### config.mk
export PLATFORM = sky130hd
export DESIGN_NAME = functional_unit_pool_pipeline
export DESIGN_NICKNAME = d
export VERILOG_FILES = /design/src/hw/rtl/fupp_pkg.sv /design/src/hw/rtl/fupp_cell.sv /design/src/hw/rtl/functional_unit_pool_pipeline.sv
export VERILOG_INCLUDE_DIRS = /design/src /design/src/hw/rtl
export SDC_FILE = /design/constraint.sdc
export NUM_CORES = 1
export LEC_CHECK = 0
export BUFFER_PORTS_ARGS = -buffer_cell sky130_fd_sc_hd__buf_2
export CORE_ASPECT_RATIO = 0.8
export CORE_MARGIN = 1
export CORE_UTILIZATION = 40
export DETAILED_ROUTE_END_ITERATION = 8
export SYNTH_ARGS = -nofsm -noshare
export SYNTH_HDL_FRONTEND = slang
export SYNTH_SLANG_ARGS = --single-unit
### constraint.sdc
create_clock -name clk -period 2.05 [get_ports clk]
set_input_delay 0.205 -clock clk [delete_from_list [all_inputs] [get_ports clk]]
set_output_delay 0.205 -clock clk [all_outputs]
set_load 0.05 [all_outputs]
### src/hw/rtl/functional_unit_pool_pipeline_defines.svh
// Assertion macros for the functional unit pool pipeline.
// Taken in by every RTL file that carries concurrent checks; needs clk and arst_n in scope.
`ifndef FUNCTIONAL_UNIT_POOL_PIPELINE_DEFINES_SVH
`define FUNCTIONAL_UNIT_POOL_PIPELINE_DEFINES_SVH

`ifndef SYNTHESIS
// condition holds at every edge out of reset
`define FUPP_ASSERT(lbl, cond) \
	lbl: assert property (@(posedge clk) disable iff (!arst_n) (cond)) \
		else $error("fupp: check failed");
// same-cycle implication
`define FUPP_ASSERT_IMP(lbl, ante, cons) \
	lbl: assert property (@(posedge clk) disable iff (!arst_n) (ante) |-> (cons)) \
		else $error("fupp: implication failed");
// next-cycle implication
`define FUPP_ASSERT_NEXT(lbl, ante, cons) \
	lbl: assert property (@(posedge clk) disable iff (!arst_n) (ante) |=> (cons)) \
		else $error("fupp: next-cycle implication failed");
`else
`define FUPP_ASSERT(lbl, cond)
`define FUPP_ASSERT_IMP(lbl, ante, cons)
`define FUPP_ASSERT_NEXT(lbl, ante, cons)
`endif

`endif

### src/hw/rtl/fupp_pkg.sv
// Shared constants, types and cell placement functions for the functional unit pool pipeline.
// No dependencies.
`timescale 1ns / 1ps
`default_nettype none

package fupp_pkg;

	// unit counts per pool, each 1..8
	localparam int UNITS_T0 = 2;
	localparam int UNITS_T1 = 2;
	localparam int UNITS_T2 = 2;
	localparam int NCELL    = UNITS_T0 + UNITS_T1 + UNITS_T2;

	// tag bits kept in the stages; the input tag field is 8 bits wide
	localparam int TAG_W  = 8;
	localparam int KEEP_W = (TAG_W < 8) ? TAG_W : 8;

	// stages in the deepest pool
	localparam int STAGES = 3;

	// field codes
	localparam logic KIND_ISSUE = 1'b0;
	localparam logic KIND_TICK  = 1'b1;
	localparam logic REPLY_ISSUE = 1'b0;
	localparam logic REPLY_DONE  = 1'b1;

	// issue request rippling along the cell row
	typedef struct packed {
		logic              pend;
		logic [1:0]        utype;
		logic [KEEP_W-1:0] tag;
	} iss_t;

	// completion report slot, shifted towards the head of the row
	typedef struct packed {
		logic              v;
		logic [KEEP_W-1:0] tag;
		logic [1:0]        utype;
		logic [2:0]        unit;
	} slot_t;

	// pool of the cell at a given place in the row
	function automatic logic [1:0] cell_type_of(input int i);
		logic [1:0] t;
		if (i < UNITS_T0) begin
			t = 2'd0;
		end else if (i < UNITS_T0 + UNITS_T1) begin
			t = 2'd1;
		end else begin
			t = 2'd2;
		end
		return t;
	endfunction

	// unit index within its pool
	function automatic logic [2:0] cell_unit_of(input int i);
		int u;
		if (i < UNITS_T0) begin
			u = i;
		end else if (i < UNITS_T0 + UNITS_T1) begin
			u = i - UNITS_T0;
		end else begin
			u = i - UNITS_T0 - UNITS_T1;
		end
		return 3'(u);
	endfunction

endpackage

`default_nettype wire

### src/hw/rtl/fupp_cell.sv
// One functional unit: up to three pipeline stages plus one completion report slot.
// Depends on fupp_pkg; cells are chained by the top level.
`timescale 1ns / 1ps
`default_nettype none

module fupp_cell import fupp_pkg::*; (
	input  wire logic       clk,
	input  wire logic       arst_n,
	input  wire logic [1:0] cell_type,  // pool, also index of the last stage
	input  wire logic [2:0] cell_unit,
	input  wire logic       tick,
	input  wire iss_t       iss_i,      // request from the lower neighbour
	output iss_t            iss_o,      // request left over for the upper neighbour
	input  wire slot_t      slot_up_i,  // slot of the upper neighbour
	input  wire logic       open_dn_i,  // lower neighbour takes a slot this cycle
	output slot_t           slot_o,
	output logic            open_o
);

	logic              sv_q [STAGES];
	logic [KEEP_W-1:0] st_q [STAGES];
	logic              sv_n [STAGES];
	logic [KEEP_W-1:0] st_n [STAGES];
	logic              slot_v_q;
	logic [KEEP_W-1:0] slot_tag_q;
	logic [1:0]        slot_type_q;
	logic [2:0]        slot_unit_q;
	logic              claim;

	// issue: take the request if this unit matches and stage 0 is free
	assign claim = iss_i.pend && (iss_i.utype == cell_type) && !sv_q[0];
	always_comb begin
		iss_o      = iss_i;
		iss_o.pend = iss_i.pend && !claim;
	end

	// tick: retire the last stage, then close up bubbles from the top down
	always_comb begin
		for (int s = 0; s < STAGES; s++) begin
			sv_n[s] = sv_q[s];
			st_n[s] = st_q[s];
		end
		if (tick) begin
			sv_n[cell_type] = 1'b0;
			for (int s = STAGES - 1; s > 0; s--) begin
				if ((s <= int'(cell_type)) && !sv_n[s]) begin
					sv_n[s]     = sv_n[s-1];
					st_n[s]     = st_n[s-1];
					sv_n[s-1]   = 1'b0;
				end
			end
		end
		if (claim) begin
			sv_n[0] = 1'b1;
			st_n[0] = iss_i.tag;
		end
	end

	always_ff @(posedge clk or negedge arst_n) begin
		if (!arst_n) begin
			for (int s = 0; s < STAGES; s++) begin
				sv_q[s] <= 1'b0;
			end
		end else begin
			for (int s = 0; s < STAGES; s++) begin
				sv_q[s] <= sv_n[s];
			end
		end
	end

	always_ff @(posedge clk) begin
		for (int s = 0; s < STAGES; s++) begin
			st_q[s] <= st_n[s];
		end
	end

	// report slot: loaded on a tick, otherwise shifts down whenever it can
	assign open_o = !slot_v_q || open_dn_i;
	assign slot_o = {slot_v_q, slot_tag_q, slot_type_q, slot_unit_q};

	always_ff @(posedge clk or negedge arst_n) begin
		if (!arst_n) begin
			slot_v_q <= 1'b0;
		end else if (tick) begin
			slot_v_q <= sv_q[cell_type];
		end else if (open_o) begin
			slot_v_q <= slot_up_i.v;
		end
	end

	always_ff @(posedge clk) begin
		if (tick) begin
			slot_tag_q  <= st_q[cell_type];
			slot_type_q <= cell_type;
			slot_unit_q <= cell_unit;
		end else if (open_o) begin
			slot_tag_q  <= slot_up_i.tag;
			slot_type_q <= slot_up_i.utype;
			slot_unit_q <= slot_up_i.unit;
		end
	end

endmodule

`default_nettype wire

### src/hw/rtl/functional_unit_pool_pipeline.sv
// Functional unit pool pipeline: the row of unit cells, the stream ports and the output register.
// Depends on fupp_pkg, fupp_cell and functional_unit_pool_pipeline_defines.svh.
//
// An issue word: the request ripples along the row of unit cells, the lowest free unit of the
// requested pool claims it, and the accept/reject reply goes to the output register. A tick
// word retires every last stage into the cells' report slots and advances the stages; the
// reports then move one cell per cycle towards the head of the row while the output is not
// stalled, and leave it at most one per cycle. The next input word is taken once all slots
// have drained and the output register is free.
`timescale 1ns / 1ps
`default_nettype none

`include "functional_unit_pool_pipeline_defines.svh"

module functional_unit_pool_pipeline import fupp_pkg::*; (
	input  wire logic        clk,
	input  wire logic        arst_n,
	input  wire logic        s_tvalid,
	output logic             s_tready,
	input  wire logic [15:0] s_tdata,   // [1:0] unit_type, [9:2] tag, [15:10] zero
	input  wire logic        s_tuser,   // [0] kind
	output logic             m_tvalid,
	input  wire logic        m_tready,
	output logic [15:0]      m_tdata,   // [0] accepted, [8:1] done_tag, [10:9] done_type,
	                                    // [13:11] done_unit, [15:14] zero
	output logic             m_tuser,   // [0] reply_kind
	output logic             m_tlast
);

	iss_t        iss_w  [NCELL+1];
	slot_t       slot_w [NCELL];
	logic        open_w [NCELL];
	logic [NCELL-1:0] slot_v;
	logic        any_slot;
	logic        in_acc, iss_acc, tick_acc, pop, last_hd, out_free;

	logic        out_v_q, out_kind_q, out_acc_q, out_last_q;
	logic [7:0]  out_tag_q;
	logic [1:0]  out_type_q;
	logic [2:0]  out_unit_q;

	// input handshake
	assign out_free = !out_v_q || m_tready;
	assign s_tready = !any_slot && out_free;
	assign in_acc   = s_tvalid && s_tready;
	assign iss_acc  = in_acc && (s_tuser == KIND_ISSUE);
	assign tick_acc = in_acc && (s_tuser == KIND_TICK);

	// request enters at cell 0
	assign iss_w[0] = '{pend: iss_acc, utype: s_tdata[1:0], tag: s_tdata[2 +: KEEP_W]};

	// row of unit cells, pool order then unit order
	for (genvar i = 0; i < NCELL; i++) begin : g_cell
		slot_t up;
		logic  dn_open;
		if (i == NCELL - 1) begin : g_top
			assign up = '0;
		end else begin : g_mid
			assign up = slot_w[i+1];
		end
		if (i == 0) begin : g_head
			assign dn_open = pop;
		end else begin : g_body
			assign dn_open = open_w[i-1];
		end
		fupp_cell u_cell (
			.clk       (clk),
			.arst_n    (arst_n),
			.cell_type (cell_type_of(i)),
			.cell_unit (cell_unit_of(i)),
			.tick      (tick_acc),
			.iss_i     (iss_w[i]),
			.iss_o     (iss_w[i+1]),
			.slot_up_i (up),
			.open_dn_i (dn_open),
			.slot_o    (slot_w[i]),
			.open_o    (open_w[i])
		);
		assign slot_v[i] = slot_w[i].v;
	end

	// head of the report chain
	assign any_slot = |slot_v;
	assign pop      = slot_v[0] && out_free;
	assign last_hd  = !(|(slot_v >> 1));

	// output register
	always_ff @(posedge clk or negedge arst_n) begin
		if (!arst_n) begin
			out_v_q <= 1'b0;
		end else if (iss_acc || pop) begin
			out_v_q <= 1'b1;
		end else if (m_tready) begin
			out_v_q <= 1'b0;
		end
	end

	always_ff @(posedge clk) begin
		if (iss_acc) begin
			out_kind_q <= REPLY_ISSUE;
			out_acc_q  <= !iss_w[NCELL].pend;
			out_tag_q  <= '0;
			out_type_q <= '0;
			out_unit_q <= '0;
			out_last_q <= 1'b1;
		end else if (pop) begin
			out_kind_q <= REPLY_DONE;
			out_acc_q  <= 1'b0;
			out_tag_q  <= 8'(slot_w[0].tag);
			out_type_q <= slot_w[0].utype;
			out_unit_q <= slot_w[0].unit;
			out_last_q <= last_hd;
		end
	end

	assign m_tvalid = out_v_q;
	assign m_tuser  = out_kind_q;
	assign m_tlast  = out_last_q;
	assign m_tdata  = {2'b00, out_unit_q, out_type_q, out_tag_q, out_acc_q};

	// checks
	`FUPP_ASSERT_NEXT(a_drain_last, pop && last_hd, !any_slot)
	`FUPP_ASSERT(a_one_load, !(iss_acc && pop))
	`FUPP_ASSERT_IMP(a_reply_last, m_tvalid && (m_tuser == REPLY_ISSUE), m_tlast)
	`FUPP_ASSERT_IMP(a_open_idle, !any_slot, open_w[NCELL-1])

endmodule

`default_nettype wire
## After elaboration in Yosys (flattened, before gate mapping)

Memory sizes are Yosys's and may differ from the RTL's.
Index checks and enable logic that the tools add are counted.

| storage, ports and cells | value |
|---|---|
| memory bits (writable) | 144 |
| memories kept | 6 |
| flip-flop bits (word level) | 96 |
| output and inout bits | 20 |
| input port bits | 21 |
| logic and storage cells | 223 |

Memory list:

| name | depth | width | read ports | clocked after memory_dff | write ports | line | RTL |
|---|---|---|---|---|---|---|---|
| g_cell[0].u_cell.st_q | 3 | 8 | 1 | 0 | 1 | fupp_cell.sv:21 | `logic [KEEP_W-1:0] st_q [STAGES];` |
| g_cell[1].u_cell.st_q | 3 | 8 | 1 | 0 | 1 | fupp_cell.sv:21 |  |
| g_cell[2].u_cell.st_q | 3 | 8 | 2 | 0 | 2 | fupp_cell.sv:21 |  |
| g_cell[3].u_cell.st_q | 3 | 8 | 2 | 0 | 2 | fupp_cell.sv:21 |  |
| g_cell[4].u_cell.st_q | 3 | 8 | 3 | 0 | 3 | fupp_cell.sv:21 |  |
| g_cell[5].u_cell.st_q | 3 | 8 | 3 | 0 | 3 | fupp_cell.sv:21 |  |

| cells by class | value |
|---|---|
| muxes and demuxes | 78 |
| reduce and logical (&&, ||, !) cells | 82 |
| bitwise operators | 1 |
| eq/ne operators | 14 |

Operator list:

| kind | number |
|---|---|
| 8-bit two-way mux | 28 |
| 16-bit two-way mux | 4 |
| 8-bit OR reduction | 6 |
| 1-bit two-way mux | 28 |
| 2-bit nonzero test | 14 |
| 2-bit two-way mux | 13 |
| 1-bit logical AND | 23 |
| 1-bit logical NOT | 22 |
| 3-bit two-way mux | 5 |
| 2-bit AND reduction | 6 |
| 1-bit logical OR | 8 |
| 2-bit by 1-bit != test with 1-bit output, second input constant | 4 |
| 1-bit != test, second input constant | 6 |
| 6-bit OR reduction | 1 |
| 5-bit OR reduction | 1 |
| 2-bit by 1-bit equality test with 1-bit output, second input constant | 1 |
| 2-bit equality test, second input constant | 1 |
| 2-bit logical NOT | 1 |
| 2-bit != test, second input constant | 1 |
| 0-bit != test | 1 |
| 1-bit NOT | 1 |

## Logic depth before layout (Yosys ltp)

Gate-level depths: netlist of the first run.

| logic depth | value |
|---|---|
| depth in word-level cells | 31 |
| mapped depth | 7 |
| gate-level depth less buffers | 4 |

## By module

Synthesis of the first run repeated with hierarchy kept, for this count alone.

| unflattened totals | value |
|---|---|
| cells, all modules | 932 |
| area, all modules | 11828.8 µm² |

By module, submodules not included:

| module | area an instance (µm²) | instances | seq. area each (µm²) | cells an instance |
|---|---|---|---|---|
| fupp_cell (g_cell[0].u_cell ...) | 1838.0 | 4 | 1211.2 | 140 |
| fupp_cell (g_cell[2].u_cell ...) | 1860.5 | 2 | 1211.2 | 141 |
| functional_unit_pool_pipeline | 755.7 | 1 | 355.3 | 90 |

## Worst setup path before layout of the first run

OpenSTA, ideal clock, no wires.

| timing | value |
|---|---|
| kind | reg-to-reg |
| start point | register out_v_q, in the netlist m_tvalid |
| end point | memory g_cell[3].u_cell.st_q[0][0] in the netlist's numbering (enable) |
| data required time | 1667 ps |
| buffers on the path | 1 |
| data arrival time | 2023 ps |
| slack | -357 ps |
| stages on the path, launching flop included | 5 |
| library setup time | 383 ps |
| clock period less this slack | 2407 ps |
| path through | dfrtp_1 > nand2b_1 > clkbuf_1 > nand4_1 > nor3_1 |

RTL lines:

| element | line | RTL |
|---|---|---|
| start, declared | functional_unit_pool_pipeline.sv:37 | `logic out_v_q, out_kind_q, out_acc_q, out_last_q;` |
| start signal, assigned | functional_unit_pool_pipeline.sv:90 | `out_v_q <= 1'b0;` |
| start signal, assigned | functional_unit_pool_pipeline.sv:92 | `out_v_q <= 1'b1;` |
| start signal, assigned | functional_unit_pool_pipeline.sv:94 | `out_v_q <= 1'b0;` |
| end, declared | fupp_cell.sv:21 |  |

## Worst setup path after layout of the first run

| timing | value |
|---|---|
| start point | register g_cell[5].u_cell.slot_v_q |
| end point | register g_cell[2].u_cell.slot_tag_q[2], data pin |

| between the ends | value |
|---|---|
| longest elaborated chain between the ends | 6 |

RTL lines:

| element | line | RTL |
|---|---|---|
| start, declared | fupp_cell.sv:24 | `logic slot_v_q;` |
| start signal, assigned | fupp_cell.sv:85 | `slot_v_q <= sv_q[cell_type];` |
| start signal, assigned | fupp_cell.sv:87 | `slot_v_q <= slot_up_i.v;` |
| 6-bit OR reduction | functional_unit_pool_pipeline.sv:83 | `assign any_slot = \|slot_v;` |
| 1-bit logical NOT | functional_unit_pool_pipeline.sv:44 | `assign s_tready = !any_slot && out_free;` |
| 1-bit logical AND | functional_unit_pool_pipeline.sv:44 |  |
| 1-bit logical AND | functional_unit_pool_pipeline.sv:45 | `assign in_acc = s_tvalid && s_tready;` |
| 1-bit logical AND | functional_unit_pool_pipeline.sv:47 | `assign tick_acc = in_acc && (s_tuser == KIND_TICK);` |
| 8-bit two-way mux | fupp_cell.sv:92 | `if (tick) begin` |
| end signal, assigned | fupp_cell.sv:93 | `slot_tag_q <= st_q[cell_type];` |
| end signal, assigned | fupp_cell.sv:97 | `slot_tag_q <= slot_up_i.tag;` |
| end, declared | fupp_cell.sv:25 | `logic [KEEP_W-1:0] slot_tag_q;` |

No other way between the ends.
A chain may end at the register's enable or synchronous reset.

==> impl_metrics.py, run 1 <==
metrics = {
    "logic_synthesis": {
        "yosys-mux-area-fraction": 0.0962,
        "synthCells": 413,
        "yosysWarnings": 0,
        "ys.flop_type": "edfxtp_1",
        "synth_fa_ha_area_frac": 0,
        "async_flop_share": 0.0990,
        "synth-simple-area-share": 0.0599,
        "synthXorXnorAreaFrac": 0,
        "seq_area_frac_synth": 0.752,
        "synth_compound_area_frac": 0.0547,
        "synth_area_leader_cell": "edfxtp_1",
        "synthDistinctLibCells": 49,
        "synth_top_family_by_area": "multiplexers",
        "synth_area_um2": 7160,
        "syn_avg_cell_area_um2": 17.3,
        "synth_top_area_share": 0.608,
        "synth_area_leaders": "edfxtp_1 61%, mux2_4 9.0%, dfxtp_1 7.8%, dfrtp_1 6.6%, a21oi_1 1.5%",
        "ys_ff_latch": 192,
        "synth_edf_count": 145,
    },
    "worst_setup_path": {
        "end_kind": "flip-flop",
        "reg2regPathDepth": 6,
        "crit_slowest_cell": "dfrtp_1",
        "path_cells": "nor4_4 -> buf_4 -> nand4_4 -> inv_6 -> buf_12 -> mux2_4",
        "start_kind": "flip-flop",
        "cp.arrival_ns": 2.16,
        "max_stage_delay_ns": 0.44,
        "worst-path-buf-inv": 3,
        "worstSetupPathType": "reg -> reg",
        "crit_family": "buffers and inverters",
        "crit_fanout": 17,
        "rr_startpoint": "g_cell[5].u_cell.slot_v_q",
        "rr_endpoint": "g_cell[2].u_cell.slot_tag_q[2]",
        "r2r_slack_ns": 0.06,
        "critPathRequiredTime_ns": 2.22,
    },
    "place": {
        "gp_congestion": 0.787,
        "portBuffers": 30,
        "hpwl_um": 7580,
    },
    "timing": {
        "worst_pin_slew_ns": 0.682,
        "hold_violations": 0,
        "setup_viol": 0,
        "post-route-min-period_ns": 1.99,
        "rsz0062_at_grt": "false",
        "period_share": 0.973,
        "fmax_mhz": 501,
        "finalMaxSlewViolations": 0,
        "clock_skew_ns": 0.00901,
        "fin_tns_setup_ns": 0,
        "slew_headroom": 0.545,
    },
    "floorplanning": {
        "row_count": 43,
        "coreArea_um2": 17400,
        "die_y_um": 122,
        "die_area_um2": 18500,
        "initial_core_util": 0.411,
        "die_w_um": 152,
        "io_pins": 41,
    },
    "clock_network": {
        "clock_sinks": 192,
        "insertion_delay_ns": 0.42,
        "cts_buffers": 17,
        "cts_buffer_depth": 2,
        "htreeDepth": 4,
        "clkTransAtPathRegs_ns": 0.07,
        "cts_tree": "built",
        "cts-root-buf": "clkbuf_16",
    },
    "detailed_routing": {
        "final_antenna_net_count": 0,
        "viasPerCell": 4.87,
        "vias": 3456,
        "wl_per_cell_um": 15.7,
        "drt_iter0_markers": 226,
        "finalWirelength_um": 11100,
        "firstDrtPassIters": 4,
        "drc_errors": 0,
    },
    "pwr": {
        "fin_total_pwr_w": 0.0118,
        "power.density_nw_per_um2": 1400,
        "peakVddDrop_mv": 0.665,
        "cellLeakagePower_nw": 3.21,
    },
    "finish": {
        "final_cell_mix": "145 x edfxtp_1, 43 x mux2_4, 30 x buf_2, 28 x dfxtp_1",
        "final_common_cell": "edfxtp_1",
        "nets": 492,
        "drive_above_1_share": 0.298,
        "n_antenna_cell": 0,
        "syn2layout_area_growth_pct": 17.1,
    },
    "run_status": {
        "outcome": "finished, final reports clean",
    },
    "grt": {
        "grt_start_max_net_pins": 20,
        "grt_pass1_wl_um": 17900,
        "grt_overflow": 0,
        "track_usage": 0.133,
        "antenna_found_initial": 0,
        "grt_pass1_vias": 3361,
    },
    "min_path": {
        "whs_path_depth": 1,
        "hp-class": "in -> reg",
        "hp-start": "s_tdata[7]",
        "min_to": "g_cell[4].u_cell.st_q[0][5]",
    },
    "run": {
        "maxCapViolations": 0,
    },
}
[state kept, by name, indices dropped and copies added, names as in the netlist]
name / flops
g_cell.u_cell.slot_tag_q: 48
out_unit_q: 1
m_tuser: 1
out_tag_q: 8
g_cell.u_cell.sv_q: 12
g_cell.u_cell.slot_type_q: 10
out_type_q: 2
out_acc_q: 1
m_tlast: 1
g_cell.u_cell.slot_v_q: 6
g_cell.u_cell.slot_unit_q: 5
g_cell.u_cell.st_q: 96
m_tvalid: 1
[worst max path at each step]
stage / from / endpoint / slack (ns) / depth (start not counted)
2_1_floorplan: g_cell[0].u_cell.slot_v_q / g_cell[2].u_cell.st_q[0][10] / 0.001 / 6
3_3_place_gp: g_cell[0].u_cell.slot_v_q / g_cell[3].u_cell.slot_tag_q[4] / 0.06 / 5
3_5_place_dp: g_cell[0].u_cell.slot_v_q / g_cell[2].u_cell.slot_tag_q[2] / 0.03 / 5
4_1_cts: g_cell[0].u_cell.slot_v_q / g_cell[2].u_cell.slot_tag_q[2] / 0.02 / 5
5_1_grt: g_cell[5].u_cell.slot_v_q / g_cell[1].u_cell.slot_tag_q[2] / 0.0004 / 6
6_report: g_cell[5].u_cell.slot_v_q / g_cell[2].u_cell.slot_tag_q[2] / 0.06 / 6
[worst reg2reg max path, stage by stage, from the launching register on]
cell and delay [ns]:
dfrtp_1 0.44, nor4_4 0.28, buf_4 0.18, nand4_4 0.14, inv_6 0.18, buf_12 0.20, mux2_4 0.31
[metal layers]
layer  share of wire  GRT usage
met4           0.013     0.0446
met5               0          0
met3           0.049     0.0431
met2            0.43      0.189
met1            0.50      0.193
[area by class of cell]
cell class              instances  area, um2
inverters                      10       42.5
clock buffers                  18        429
multi-input cells             189       1550
flip-flops and latches        192       5390
well taps                     225        282
fillers                      1481       9040
clock inverters                14        213
repair buffers                 61        485
[synth_stat cells (2+ instances only)]
master / count
and3_1: 4
a31o_2: 3
nand4b_1: 2
dfxtp_1: 28
a41oi_1: 2
nor2b_1: 2
edfxtp_1: 145
dfrtp_1: 19
buf_6: 3
a221o_1: 2
nand2_1: 13
inv_1: 9
a211o_1: 2
and2_1: 10
nor2_1: 10
nand4_1: 2
clkbuf_1: 8
buf_4: 6
nand3_1: 22
nand2b_1: 2
a21oi_1: 22
buf_12: 4
o21ai_0: 21
nor3_1: 2
mux2_4: 43
buf_2: 2
mux2_1: 2
o2bb2ai_1: 2
[kinds of logic (layout without fill, tap and decap cells)]
family	count (synthesis)	count (layout)
AOI/OAI and AO/OA	63	63
buffers and inverters	35	103
DFF	192	192
muxes	47	47
other	1	4
and+or+nand+nor	75	75
[power by group]
part	internal, W	switching (W)	total (W)
combinational	0.00120	0.00141	0.00261
sequential	0.00527	0.000354	0.00562
clock	0.00217	0.00136	0.00352
total	0.00864	0.00312	0.0118
[per-stage QoR]
step | std cells | setup slack [ns] | instance area, um2 | hold slack (ns) | utilization
finish | 709 | 0.0554 | 8390 | 0.0876 | 0.481
global route | 709 | 0.000356 | 8390 | 0.0800 | 0.481
CTS | 708 | 0.0159 | 8390 | 0.0753 | 0.481
detailed placement | 675 | 0.0310 | 7730 | 0.181 | 0.444
global placement | 675 | 0.0632 | 7730 | 0.172 | 0.444
floorplan | 416 | 0.00101 | 7200 | -0.0906 | -
[repair_timing]
item | in CTS | in global routing
hold buffers | 1 | 0
setup endpoints to repair | 1 | 56
cloned | 0 | 0
pin swaps | 0 | 1
hold endpoints to repair | 19 | 0
gates resized for setup | 1 | 0
setup buffers | 0 | 1
(Power assumes the default switching activity.)
==> inputs of run 2 (changes only) <==
==> constraint.sdc (replaced) <==
create_clock -name clk -period 2.1 [get_ports clk]
set_input_delay 0.21 -clock clk [delete_from_list [all_inputs] [get_ports clk]]
set_output_delay 0.21 -clock clk [all_outputs]
set_load 0.05 [all_outputs]
==> impl_metrics.py, run 2 (synthesized netlist as in run 1, its figures left out) <==
metrics = {
    "finish": {
        "layout.cells.non_filler": 708,
        "nets": 491,
        "seq_area_um2": 5390,
        "final_util": 0.475,
        "multiInputGateArea_um2": 1550,
        "fillerInstances": 1506,
        "largest-register": "g_cell.u_cell.st_q",
        "n_antenna_cell": 0,
        "largest_register_ff_count": 96,
        "drive_above_1_share": 0.294,
        "top_regs": "g_cell.u_cell.st_q (96), g_cell.u_cell.slot_tag_q (48), g_cell.u_cell.sv_q (12)",
        "final_cell_mix": "145 x edfxtp_1, 43 x mux2_4, 30 x buf_2, 28 x dfxtp_1, 23 x buf_4",
        "syn2layout_area_growth_pct": 15.7,
        "final_common_cell": "edfxtp_1",
        "stdcell_area_um2": 8290,
    },
    "pwr": {
        "power.density_nw_per_um2": 1340,
        "clkPwrFrac": 0.278,
        "swShare": 0.276,
        "power_frac_comb": 0.227,
        "peakVddDrop_mv": 0.560,
        "fin_total_pwr_w": 0.0111,
        "switching_power_w": 0.00306,
        "internal-power_w": 0.00805,
        "seq_power_share": 0.495,
        "cellLeakagePower_nw": 3.16,
    },
    "timing": {
        "setup_viol": 0,
        "rsz0062_at_grt": "false",
        "fin_tns_setup_ns": 0,
        "fmax_mhz": 500,
        "post-route-min-period_ns": 2.00,
        "slew_headroom": 0.545,
        "period_share": 0.952,
        "finalMaxSlewViolations": 0,
        "clock_skew_ns": 0.0116,
        "worst_pin_slew_ns": 0.682,
        "hold_violations": 0,
    },
    "floorplanning": {
        "initial_core_util": 0.411,
        "die_w_um": 152,
        "die_y_um": 122,
        "row_count": 43,
        "io_pins": 41,
        "die_area_um2": 18500,
        "coreArea_um2": 17400,
    },
    "worst_setup_path": {
        "r2r_slack_ns": 0.10,
        "path_cells": "nor4_4 -> nand4_4 -> inv_6 -> buf_12 -> mux2_4",
        "end_kind": "flip-flop",
        "cp.arrival_ns": 2.17,
        "crit_slowest_cell": "dfrtp_1",
        "worstSetupPathType": "reg -> reg",
        "max_stage_delay_ns": 0.42,
        "crit_fanout": 17,
        "critPathRequiredTime_ns": 2.27,
        "start_kind": "flip-flop",
    },
    "place": {
        "placed_cell_area_um2": 7710,
        "portBuffers": 30,
        "gp_congestion": 0.808,
        "hpwl_um": 7710,
        "dp.cells": 675,
    },
    "grt": {
        "antenna_found_initial": 0,
        "grt_pass1_wl_um": 18000,
        "track_usage": 0.136,
        "grt_overflow": 0,
        "grt_pass1_vias": 3396,
        "grt_start_max_net_pins": 20,
    },
    "clock_network": {
        "insertion_delay_ns": 0.42,
        "clkTransAtPathRegs_ns": 0.07,
        "cts-root-buf": "clkbuf_16",
        "cts_buffer_depth": 2,
        "clock_sinks": 192,
        "cts_buffers": 17,
        "htreeDepth": 4,
        "cts_tree": "built",
        "post_cts_buffers": 0,
    },
    "detailed_routing": {
        "vias": 3486,
        "drc_errors": 0,
        "drt_iter0_markers": 207,
        "wl_per_cell_um": 16.2,
        "finalWirelength_um": 11400,
        "firstDrtPassIters": 4,
        "viasPerCell": 4.92,
        "final_antenna_net_count": 0,
    },
    "run_status": {
        "outcome": "finished, final reports clean",
    },
    "run": {
        "maxCapViolations": 0,
    },
    "min_path": {
        "hp-class": "in -> reg",
    },
}
[run 2: cell types whose count changed in the layout (fill, tap and decap cells not counted)]
cell / previous run / this run
bufinv_16: 5 / 2
clkinvlp_4: 2 / 3
clkinv_4: 1 / 2
clkinv_1: 1 / 2
clkinvlp_2: 0 / 1
buf_12: 8 / 6
inv_6: 2 / 3
buf_4: 22 / 23
clkinv_2: 3 / 2
inv_8: 1 / 0
[run 2: path summary, 6_finish.rpt]
kind | from | to | cells after the start
max | g_cell[0].u_cell.slot_v_q | g_cell[3].u_cell.slot_tag_q[2] | 5
min | s_tdata[7] | g_cell[5].u_cell.st_q[0][5] | 1
max reg2reg | g_cell[0].u_cell.slot_v_q | g_cell[3].u_cell.slot_tag_q[2] | 5
min reg2reg | g_cell[3].u_cell.st_q[0][7] | g_cell[3].u_cell.st_q[0][15] | 0
max in group asynchronous | arst_n | m_tvalid | 2
min in group asynchronous | arst_n | g_cell[5].u_cell.sv_q[1] | 2
[run 2: what timing repair did]
item                       CTS  global route
gates resized for setup      0             1
hold endpoints to repair    19             0
setup endpoints to repair    0             1
hold buffers                 1             0
[run 2: area by class of cell]
| class | count | share of cell area |
|---|---|---|
| repair buffers | 60 | 0.0546 |
| inverters | 10 | 0.00513 |
| clock buffers | 18 | 0.0518 |
| well taps | 225 | 0.0340 |
| flip-flops and latches | 192 | 0.651 |
| multi-input cells | 189 | 0.187 |
| clock inverters | 14 | 0.0169 |
[run 2: worst max-delay path, delay by kind of cell, from the launching register on]
kind,cells,cell delay (ns)
simple gates,2,0.61
mux,1,0.31
buf+inv,2,0.40
flops,1,0.42
[run 2: metal layers]
layer | track usage | vias to the layer above | wire length, um
met1 | 0.191 | 1699 | 5680
met2 | 0.194 | 91 | 4970
met3 | 0.0330 | 19 | 543
met4 | 0.0736 | 0 | 249
li1 | - | 1677 | -
met5 | 0 | - | 0
[run 2: per-stage QoR]
| step | setup WS [ns] | hold slack, ns |
|---|---|---|
| finish | 0.101 | 0.0850 |
| global route | 0.0337 | 0.0703 |
| CTS | 0.0477 | 0.0598 |
| detailed placement | 0.115 | 0.184 |
| global placement | 0.138 | 0.172 |
| floorplan | 0.0495 | -0.0856 |
[run 2: power by group through the flow]
stage               combinational, W  clock, W  sequential (W)
floorplan                    0.00172         0         0.00580
global placement             0.00248         0         0.00554
detailed placement           0.00254         0         0.00558
CTS                          0.00255   0.00318         0.00550
global route                 0.00273   0.00330         0.00560
finish                       0.00253   0.00309         0.00550
